<file path="src/hw/rtl/prc_pkg.sv">
// Shared types and constants for the polyline rectangle clipper.
// No dependencies; every other file of the block uses it.
package prc_pkg;

	localparam int CoordW  = 16;
	localparam int CfgIdxW = 2;
	localparam int QuotW   = 17;
	localparam int NumW    = 37;
	localparam int DenW    = 18;

	typedef logic signed [CoordW-1:0] coord_t;

	typedef enum logic [CfgIdxW-1:0] {
		REG_XMIN = 2'd0,
		REG_YMIN = 2'd1,
		REG_XMAX = 2'd2,
		REG_YMAX = 2'd3
	} cfg_reg_t;

	typedef struct packed {
		logic   start;
		coord_t a0;
		coord_t b0;
		coord_t a1;
		coord_t b1;
		coord_t e;
	} ip_req_t;

	typedef struct packed {
		logic   busy;
		logic   done;
		coord_t q;
	} ip_status_t;

endpackage

</file>
<file path="src/hw/rtl/prc_if.sv">
// Valid/ready channel interfaces for vertex words in and clipped vertex words out.
// Depends on prc_pkg.
interface prc_in_if;
	logic            valid;
	logic            ready;
	prc_pkg::coord_t px;
	prc_pkg::coord_t py;
	logic            line_start;
	logic            new_collection;
	modport source (output valid, px, py, line_start, new_collection, input ready);
	modport sink (input valid, px, py, line_start, new_collection, output ready);
endinterface

interface prc_out_if;
	logic            valid;
	logic            ready;
	prc_pkg::coord_t qx;
	prc_pkg::coord_t qy;
	logic            begins_line;
	logic            last;
	modport source (output valid, qx, qy, begins_line, last, input ready);
	modport sink (input valid, qx, qy, begins_line, last, output ready);
endinterface

</file>
<file path="src/hw/rtl/prc_divider.sv">
// Bit-serial restoring divider, one quotient bit per cycle.
// Depends on prc_pkg. The caller guarantees the quotient fits QuotW bits.
module prc_divider (
	input  logic                         clk,
	input  logic                         arst_n,
	input  logic                         start,
	input  logic [prc_pkg::NumW-1:0]     num,
	input  logic [prc_pkg::DenW-1:0]     den,
	output logic                         done,
	output logic [prc_pkg::QuotW-1:0]    quot
);
	localparam int RemW = prc_pkg::DenW + 1;
	localparam int CntW = $clog2(prc_pkg::QuotW + 1);

	logic [RemW-1:0]            rem_q;
	logic [prc_pkg::QuotW-1:0]  qs_q;
	logic [prc_pkg::DenW-1:0]   den_q;
	logic [CntW-1:0]            cnt_q;
	logic                       busy_q;
	logic                       done_q;
	logic [RemW-1:0]            trial;
	logic                       ge;

	// Shift the next dividend bit into the partial remainder.
	assign trial = {rem_q[RemW-2:0], qs_q[prc_pkg::QuotW-1]};
	assign ge    = trial >= {1'b0, den_q};

	always_ff @(posedge clk or negedge arst_n) begin
		if (!arst_n) begin
			busy_q <= 1'b0;
			done_q <= 1'b0;
			cnt_q  <= '0;
		end else begin
			done_q <= 1'b0;
			if (start) begin
				busy_q <= 1'b1;
				cnt_q  <= CntW'(prc_pkg::QuotW);
			end else if (busy_q) begin
				cnt_q <= cnt_q - 1'b1;
				if (cnt_q == CntW'(1)) begin
					busy_q <= 1'b0;
					done_q <= 1'b1;
				end
			end
		end
	end

	always_ff @(posedge clk) begin
		if (start) begin
			// The high part is below the divisor, so it starts as the remainder.
			rem_q <= num[prc_pkg::NumW-2 -: RemW];
			qs_q  <= num[prc_pkg::QuotW-1:0];
			den_q <= den;
		end else if (busy_q) begin
			rem_q <= ge ? trial - {1'b0, den_q} : trial;
			qs_q  <= {qs_q[prc_pkg::QuotW-2:0], ge};
		end
	end

	assign done = done_q;
	assign quot = qs_q;
endmodule

</file>
<file path="src/hw/rtl/prc_interp.sv">
// Edge interpolation: forms the exact numerator with two multiplies, then divides
// serially with rounding half away from zero. Depends on prc_pkg and prc_divider.
module prc_interp (
	input  logic                clk,
	input  logic                arst_n,
	input  prc_pkg::ip_req_t    req,
	output prc_pkg::ip_status_t status
);
	typedef enum logic [2:0] {
		S_IDLE, S_MUL0, S_MUL1, S_SUM, S_PREP, S_DIV, S_DONE
	} ip_state_t;

	ip_state_t state_q;
	prc_pkg::coord_t a0_q, b0_q, a1_q, b1_q, e_q, q_q;
	logic signed [16:0] d_q, de_q, db_q;
	logic signed [32:0] p0_q;
	logic signed [35:0] n_q;
	logic [prc_pkg::NumW-1:0] num_q;
	logic [prc_pkg::DenW-1:0] den_q;
	logic sgn_q, zero_q, div_start_q, done_q;
	logic div_done;
	logic [prc_pkg::QuotW-1:0] quot;
	logic signed [35:0] nn;
	logic [35:0] mag;
	logic [16:0] dd;
	logic signed [33:0] p1;

	assign nn  = d_q[16] ? -n_q : n_q;
	assign mag = nn[35] ? 36'(-nn) : 36'(nn);
	assign dd  = d_q[16] ? 17'(-d_q) : 17'(d_q);

	// Second product is added in the cycle after the first is registered.
	assign p1 = 34'(db_q) * 34'(de_q);

	always_ff @(posedge clk or negedge arst_n) begin
		if (!arst_n) begin
			state_q     <= S_IDLE;
			div_start_q <= 1'b0;
			done_q      <= 1'b0;
		end else begin
			div_start_q <= 1'b0;
			done_q      <= 1'b0;
			case (state_q)
				S_IDLE: if (req.start) state_q <= S_MUL0;
				S_MUL0: state_q <= S_MUL1;
				S_MUL1: state_q <= S_SUM;
				S_SUM: state_q <= S_PREP;
				S_PREP: begin
					div_start_q <= !zero_q;
					state_q     <= zero_q ? S_DONE : S_DIV;
				end
				S_DIV: if (div_done) state_q <= S_DONE;
				S_DONE: begin
					done_q  <= 1'b1;
					state_q <= S_IDLE;
				end
				default: state_q <= S_IDLE;
			endcase
		end
	end

	always_ff @(posedge clk) begin
		case (state_q)
			S_IDLE: begin
				a0_q <= req.a0;
				b0_q <= req.b0;
				a1_q <= req.a1;
				b1_q <= req.b1;
				e_q  <= req.e;
			end
			S_MUL0: begin
				d_q  <= 17'(a1_q) - 17'(a0_q);
				de_q <= 17'(e_q) - 17'(a0_q);
				db_q <= 17'(b1_q) - 17'(b0_q);
			end
			S_MUL1: begin
				p0_q   <= 33'(b0_q) * 33'(d_q);
				zero_q <= d_q == '0;
			end
			S_SUM: n_q <= 36'(p0_q) + 36'(p1);
			S_PREP: ;
			S_DIV: ;
			S_DONE: ;
			default: ;
		endcase
		if (state_q == S_PREP) begin
			sgn_q <= nn[35];
			// round(n/d) = floor((2|n| + d) / 2d)
			num_q <= {mag, 1'b0} + prc_pkg::NumW'(dd);
			den_q <= {dd, 1'b0};
		end
		if (state_q == S_DIV && div_done)
			q_q <= sgn_q ? 16'(-quot) : 16'(quot);
		if (state_q == S_PREP && zero_q)
			q_q <= b0_q;
	end

	prc_divider u_div (
		.clk   (clk),
		.arst_n(arst_n),
		.start (div_start_q),
		.num   (num_q),
		.den   (den_q),
		.done  (div_done),
		.quot  (quot)
	);

	assign status.busy = state_q != S_IDLE;
	assign status.done = done_q;
	assign status.q    = q_q;
endmodule

</file>
<file path="src/hw/rtl/polyline_rect_clipper.sv">
// Top level of the polyline rectangle clipper: registers, clip sequencer, output word.
// Depends on prc_pkg, prc_if and prc_interp.
//
//  channel | dir | fields
//  in_ch   | in  | px, py, line_start, new_collection
//  out_ch  | out | qx, qy, begins_line, last
//  cfg     | in  | cfg_we, cfg_idx, cfg_data
//
// A vertex that opens a line is only stored as the previous point; a segment runs one
// test per edge, and a clipped edge adds its interpolation (four setup steps, a serial
// divide of the 17-bit quotient and the hand-back).
// Output words leave through one register; while it is full and the sink stalls,
// the sequencer waits before loading the next word. Reset restores the edges to
// 0/4096 and clears all history.
module polyline_rect_clipper (
	input  logic                          clk,
	input  logic                          arst_n,
	prc_in_if.sink                        in_ch,
	prc_out_if.source                     out_ch,
	input  logic                          cfg_we,
	input  logic [prc_pkg::CfgIdxW-1:0]   cfg_idx,
	input  logic [prc_pkg::CoordW-1:0]    cfg_data
);
	typedef enum logic [2:0] {S_IDLE, S_EDGE, S_WAIT, S_PUT0, S_PUT1} st_t;

	st_t state_q;
	prc_pkg::coord_t xmin_q, ymin_q, xmax_q, ymax_q;
	prc_pkg::coord_t prev_x_q, prev_y_q, lox_q, loy_q;
	prc_pkg::coord_t x0_q, y0_q, x1_q, y1_q;
	prc_pkg::coord_t qx_q, qy_q;
	logic have_prev_q, have_out_q, ovalid_q, obeg_q, olast_q, side_q;
	logic [1:0] edge_q;
	prc_pkg::ip_req_t    ip_req;
	prc_pkg::ip_status_t ip_st;
	logic acc, out0, out1, can_load, skip0, oload;
	prc_pkg::coord_t ea0, eb0, ea1, eb1, ee;

	assign acc      = in_ch.valid && in_ch.ready;
	assign can_load = !ovalid_q || out_ch.ready;
	// A start point equal to the last emitted point continues the output line.
	assign skip0    = have_out_q && x0_q == lox_q && y0_q == loy_q;
	assign oload    = can_load && ((state_q == S_PUT0 && !skip0) || state_q == S_PUT1);

	// Odd edges clip in y, so the roles of x and y swap.
	always_comb begin
		ea0 = edge_q[0] ? y0_q : x0_q;
		eb0 = edge_q[0] ? x0_q : y0_q;
		ea1 = edge_q[0] ? y1_q : x1_q;
		eb1 = edge_q[0] ? x1_q : y1_q;
		case (edge_q)
			2'd0: ee = xmin_q;
			2'd1: ee = ymin_q;
			2'd2: ee = xmax_q;
			default: ee = ymax_q;
		endcase
		out0 = edge_q[1] ? (ea0 >= ee) : (ea0 < ee);
		out1 = edge_q[1] ? (ea1 >= ee) : (ea1 < ee);
	end

	assign ip_req.start = state_q == S_EDGE && (out0 ^ out1);
	assign ip_req.a0 = ea0;
	assign ip_req.b0 = eb0;
	assign ip_req.a1 = ea1;
	assign ip_req.b1 = eb1;
	assign ip_req.e  = ee;

	prc_interp u_interp (
		.clk   (clk),
		.arst_n(arst_n),
		.req   (ip_req),
		.status(ip_st)
	);

	always_ff @(posedge clk or negedge arst_n) begin
		if (!arst_n) begin
			state_q     <= S_IDLE;
			xmin_q      <= '0;
			ymin_q      <= '0;
			xmax_q      <= 16'sd4096;
			ymax_q      <= 16'sd4096;
			prev_x_q    <= '0;
			prev_y_q    <= '0;
			lox_q       <= '0;
			loy_q       <= '0;
			have_prev_q <= 1'b0;
			have_out_q  <= 1'b0;
			ovalid_q    <= 1'b0;
			edge_q      <= '0;
			side_q      <= 1'b0;
		end else begin
			if (cfg_we) begin
				case (prc_pkg::cfg_reg_t'(cfg_idx))
					prc_pkg::REG_XMIN: xmin_q <= cfg_data;
					prc_pkg::REG_YMIN: ymin_q <= cfg_data;
					prc_pkg::REG_XMAX: xmax_q <= cfg_data;
					prc_pkg::REG_YMAX: ymax_q <= cfg_data;
					default: ;
				endcase
			end
			if (oload) ovalid_q <= 1'b1;
			else if (out_ch.ready) ovalid_q <= 1'b0;
			case (state_q)
				S_IDLE: if (acc) begin
					prev_x_q    <= in_ch.px;
					prev_y_q    <= in_ch.py;
					have_prev_q <= 1'b1;
					if (in_ch.new_collection) have_out_q <= 1'b0;
					x0_q   <= prev_x_q;
					y0_q   <= prev_y_q;
					x1_q   <= in_ch.px;
					y1_q   <= in_ch.py;
					edge_q <= '0;
					if (have_prev_q && !in_ch.line_start && !in_ch.new_collection)
						state_q <= S_EDGE;
				end
				S_EDGE: begin
					side_q <= out1;
					if (out0 && out1) begin
						state_q <= S_IDLE;
					end else if (out0 || out1) begin
						state_q <= S_WAIT;
					end else begin
						edge_q <= edge_q + 1'b1;
						if (edge_q == 2'd3) state_q <= S_PUT0;
					end
				end
				S_WAIT: if (ip_st.done) begin
					// Move the outside endpoint onto the edge.
					if (side_q) begin
						if (edge_q[0]) begin
							x1_q <= ip_st.q;
							y1_q <= ee;
						end else begin
							y1_q <= ip_st.q;
							x1_q <= ee;
						end
					end else begin
						if (edge_q[0]) begin
							x0_q <= ip_st.q;
							y0_q <= ee;
						end else begin
							y0_q <= ip_st.q;
							x0_q <= ee;
						end
					end
					edge_q  <= edge_q + 1'b1;
					state_q <= edge_q == 2'd3 ? S_PUT0 : S_EDGE;
				end
				S_PUT0: begin
					if (skip0) begin
						state_q <= S_PUT1;
					end else if (can_load) begin
						qx_q     <= x0_q;
						qy_q     <= y0_q;
						obeg_q   <= 1'b1;
						olast_q  <= 1'b0;
						state_q  <= S_PUT1;
					end
				end
				S_PUT1: if (can_load) begin
					qx_q       <= x1_q;
					qy_q       <= y1_q;
					obeg_q     <= 1'b0;
					olast_q    <= 1'b1;
					lox_q      <= x1_q;
					loy_q      <= y1_q;
					have_out_q <= 1'b1;
					state_q    <= S_IDLE;
				end
				default: state_q <= S_IDLE;
			endcase
		end
	end

	assign in_ch.ready        = state_q == S_IDLE;
	assign out_ch.valid       = ovalid_q;
	assign out_ch.qx          = qx_q;
	assign out_ch.qy          = qy_q;
	assign out_ch.begins_line = obeg_q;
	assign out_ch.last        = olast_q;

	a_done_in_wait: assert property (@(posedge clk) disable iff (!arst_n)
		ip_st.done |-> state_q == S_WAIT)
		else $error("interpolation finished outside the wait state");
	a_idle_unit_free: assert property (@(posedge clk) disable iff (!arst_n)
		state_q == S_IDLE |-> !ip_st.busy)
		else $error("interpolator busy while the sequencer is idle");
	a_end_sets_history: assert property (@(posedge clk) disable iff (!arst_n)
		(state_q == S_PUT1 && can_load) |=> have_out_q && ovalid_q && olast_q)
		else $error("end point emitted without recording output history");
endmodule
</file>
<file path="src/flat_wrapper.sv">
// flat-port wrapper written by rule: the top's interface ports become plain ports
module polyline_rect_clipper_flat 
  (clk, arst_n, cfg_we, cfg_idx, cfg_data, in_ch_valid, in_ch_px, in_ch_py, in_ch_line_start, in_ch_new_collection, in_ch_ready, out_ch_valid, out_ch_qx, out_ch_qy, out_ch_begins_line, out_ch_last, out_ch_ready);
  prc_in_if in_ch_i ();
  prc_out_if out_ch_i ();
  input  logic clk;
  input  logic arst_n;
  input  logic cfg_we;
  input  logic [prc_pkg::CfgIdxW-1:0] cfg_idx;
  input  logic [prc_pkg::CoordW-1:0] cfg_data;
  input wire logic [$bits(in_ch_i.valid)-1:0] in_ch_valid;
  input wire logic [$bits(in_ch_i.px)-1:0] in_ch_px;
  input wire logic [$bits(in_ch_i.py)-1:0] in_ch_py;
  input wire logic [$bits(in_ch_i.line_start)-1:0] in_ch_line_start;
  input wire logic [$bits(in_ch_i.new_collection)-1:0] in_ch_new_collection;
  output wire logic [$bits(in_ch_i.ready)-1:0] in_ch_ready;
  output wire logic [$bits(out_ch_i.valid)-1:0] out_ch_valid;
  output wire logic [$bits(out_ch_i.qx)-1:0] out_ch_qx;
  output wire logic [$bits(out_ch_i.qy)-1:0] out_ch_qy;
  output wire logic [$bits(out_ch_i.begins_line)-1:0] out_ch_begins_line;
  output wire logic [$bits(out_ch_i.last)-1:0] out_ch_last;
  input wire logic [$bits(out_ch_i.ready)-1:0] out_ch_ready;
  assign in_ch_i.valid = in_ch_valid;
  assign in_ch_i.px = in_ch_px;
  assign in_ch_i.py = in_ch_py;
  assign in_ch_i.line_start = in_ch_line_start;
  assign in_ch_i.new_collection = in_ch_new_collection;
  assign in_ch_ready = in_ch_i.ready;
  assign out_ch_valid = out_ch_i.valid;
  assign out_ch_qx = out_ch_i.qx;
  assign out_ch_qy = out_ch_i.qy;
  assign out_ch_begins_line = out_ch_i.begins_line;
  assign out_ch_last = out_ch_i.last;
  assign out_ch_i.ready = out_ch_ready;
  polyline_rect_clipper u_core (.clk(clk), .arst_n(arst_n), .in_ch(in_ch_i), .out_ch(out_ch_i), .cfg_we(cfg_we), .cfg_idx(cfg_idx), .cfg_data(cfg_data));
endmodule
</file>
<file path="config.mk">
export PLATFORM = sky130hd
export DESIGN_NAME = polyline_rect_clipper_flat
export DESIGN_NICKNAME = d
export VERILOG_FILES = /design/src/hw/rtl/prc_pkg.sv /design/src/hw/rtl/prc_if.sv /design/src/hw/rtl/prc_divider.sv /design/src/hw/rtl/prc_interp.sv /design/src/hw/rtl/polyline_rect_clipper.sv /design/src/flat_wrapper.sv
export SDC_FILE = /design/constraint.sdc
export NUM_CORES = 2
export LEC_CHECK = 0
export BUFFER_PORTS_ARGS = -buffer_cell sky130_fd_sc_hd__buf_4
export CORE_UTILIZATION = 35
export DETAILED_ROUTE_END_ITERATION = 10
export PLACE_DENSITY = 0.47
export SLEW_MARGIN = 20
export SYNTH_ARGS = -nofsm -noshare
export SYNTH_HDL_FRONTEND = slang
export SYNTH_HIERARCHICAL = 1
export SYNTH_SLANG_ARGS = --single-unit
</file>
<file path="constraint.sdc">
create_clock -name clk -period 20.6 [get_ports clk]
set_input_delay 2.06 -clock clk [delete_from_list [all_inputs] [get_ports clk]]
set_output_delay 2.06 -clock clk [all_outputs]
set_load 0.01 [all_outputs]
</file>
==> impl_metrics.toml <==
[floorplanning]
die_area_um2 = 153200
rows = 142
initial_core_util_pct = 35.35
io_pins = 93
fp.dieW_um = 391.4
core_area_um2 = 150100
die_h_um = 391.4

[setup_path]
r2r_cells = 22
cp_top_family = "adder cells"
regToRegEndpoint = "u_core/u_interp/p0_q[31]$_DFFE_PP_"
crit_required_ns = 21.03
endpoint_kind = "register"
slowest_delay_ns = 0.90
cp_cell_sequence = "nand2_1 -> fa_1 -> fa_1 -> fa_1 -> inv_1 -> fa_1 -> fa_1 -> inv_1 -> fa_1 -> inv_1 -> ha_1 -> a21o_1 -> a21o_1 -> a21oi_1 -> o211ai_1 -> a41oi_1 -> o21ai_0 -> nand2b_1 -> a31oi_1 -> o31ai_1 -> or4b_2 -> o311ai_0"
path_buf_inv = 3
worst_ep_arrival_time_ns = 8.06
cp.depth = 22
critPathLaunchType = "register"
rrSetupSlack_ns = 12.97
critPathKind = "reg -> reg"
cp_slowest_cell = "edfxtp_1"
crit_top_cell = "fa_1"
worstPathMaxFanout = 18
reg2reg_from = "u_core/u_interp/b0_q[1]$_DFFE_PN_"

[layout]
multiInputGateArea_um2 = 32580
final_layout_size_suffix_gt1_share_pct = 10.71
fill_cells = 14820
regArea_um2 = 16320
utilization_pct = 38.82
fin_nets = 6066
syn2layout_area_growth_pct = 9.839

[cts]
cts_max_path_buffers = 3
cts_tree = "yes"
cts_sinks = 568
cts_resized = 0
path_clk_slew_ns = 0.07
clkLatencyLatePin_ns = 0.69
post_cts_buffers = 0
htreeDepth = 3
ctsHoldBuffers = 0
cts_buffers = 70
ctsRootBufferMaster = "clkbuf_16"

[grt]
overflow = 0
grt_max_degree = 102
track_usage_pct = 20.16
antenna_found_initial = 6
grt_pass1_vias = 37020
grt_pass1_wl_mm = 231.8

[timing]
fmax_mhz = 131.0
relSlewSlack_pct = 23.04
fin_tns_setup_ns = 0
drv_slew = 0
finalCriticalPeriod_ns = 7.632
hold_viol_final = 0
fin_crit_sh_pct = 37.05
setup_viol = 0
fin_skew_ns = 0.05243
rsz0062_at_grt = "false"
worstMarginPinSlew_ns = 1.154

[placed_design]
port_buffers = 92
place_hpwl_mm = 118.5
place_congestion = 0.8492

[synth]
syn_inst = 5064
netlist_area_um2 = 53070
syn_nets = 6062
synth_area_per_cell_um2 = 10.48
yosys_warnings = 6

[route]
wl_per_cell_um = 21.16
drt-initial-drc-count = 2192
drc_errors = 0
vias = 35780
drt_first_pass_iters = 6
vias_per_cell = 5.008
wl_mm = 151.2
ant_nets = 0

[worst_hold_path]
holdCritStartpoint = "u_core/u_interp/den_q[15]$_DFFE_PN_"
min_to = "u_core/u_interp/u_div/den_q[15]$_DFFE_PP_"
hold_depth = 0
holdCritPathClass = "reg -> reg"

[flow_run]
max_cap_viol_count = 0

[status]
status = "finished, final reports clean"
-- state kept, by name, indices dropped and copies added (netlist names), 17 cells and up --
register / count
u_core/u_interp/u_div/rem_q: 18
u_core/u_interp/db_q: 17
u_core/u_interp/de_q: 17
u_core/u_interp/n_q: 35
u_core/u_interp/u_div/den_q: 18
u_core/u_interp/p0_q: 33
u_core/u_interp/num_q: 35
u_core/u_interp/d_q: 17
u_core/u_interp/u_div/quot: 17
-- worst max path at each step --
stage,slack (ns),start,end
after floorplan,12.26,u_core/u_interp/d_q[16]$_DFFE_PP_,u_core/u_interp/p0_q[32]$_DFFE_PP_
after CTS,12.96,u_core/u_interp/d_q[7]$_DFFE_PP_,u_core/u_interp/p0_q[31]$_DFFE_PP_
after detailed placement,12.97,u_core/u_interp/d_q[7]$_DFFE_PP_,u_core/u_interp/p0_q[31]$_DFFE_PP_
after global routing,12.43,u_core/u_interp/b0_q[1]$_DFFE_PN_,u_core/u_interp/p0_q[31]$_DFFE_PP_
after global placement,13.13,u_core/u_interp/d_q[7]$_DFFE_PP_,u_core/u_interp/p0_q[32]$_DFFE_PP_
final,12.97,u_core/u_interp/b0_q[1]$_DFFE_PN_,u_core/u_interp/p0_q[31]$_DFFE_PP_
-- through the flow --
| step | setup WS, ns | cell area, µm² | hold slack [ns] | std cells |
|---|---|---|---|---|
| 3_5_place_dp | 12.97 | 55820 | 0.4056 | 7011 |
| 4_1_cts | 12.96 | 58250 | 0.4172 | 7141 |
| 5_1_grt | 12.43 | 58280 | 0.4242 | 7142 |
| 2_1_floorplan | 12.26 | 53070 | 0.4003 | 5064 |
| 3_3_place_gp | 13.13 | 55820 | 0.4040 | 7011 |
| 6_report | 12.97 | 58290 | 0.4185 | 7144 |
-- cell usage in the layout (no fill, tap or decap), types with 43 or more instances in the layout --
master	n
buf_4	139
clkbuf_16	71
and2_1	260
inv_1	890
o21a_1	43
nand3_1	44
fa_1	627
nor3_1	51
a21o_1	43
xor2_1	99
a21oi_1	164
mux2_2	239
o21ai_0	143
nor2_1	217
nand2_1	435
xnor2_1	169
dfrtp_1	145
edfxtp_1	419
ha_1	314
-- layer usage --
layer  track usage [%]  part of all wire, %  vias to the layer above
met5                 0                0.015                        -
met4             6.610                  3.2                        4
met3             2.324                  3.7                      166
met2             33.51                   48                      664
met1             27.25                   45                    18300
li1                  -                    -                    16640
-- layout make-up --
type                            instances  share of cell area [%]
Clock buffer                           90                   3.239
Sequential cell                       568                   28.00
Antenna cell                            2                0.008586
Tap cell                             2016                   4.328
Multi-Input combinational cell       3396                   55.90
Timing Repair Buffer                  141                   1.857
Inverter                              891                   5.738
Clock inverter                         40                  0.9338
Power is not shown: default switching activity piles up to over one toggle a cycle in this logic, so the estimate is an artifact.
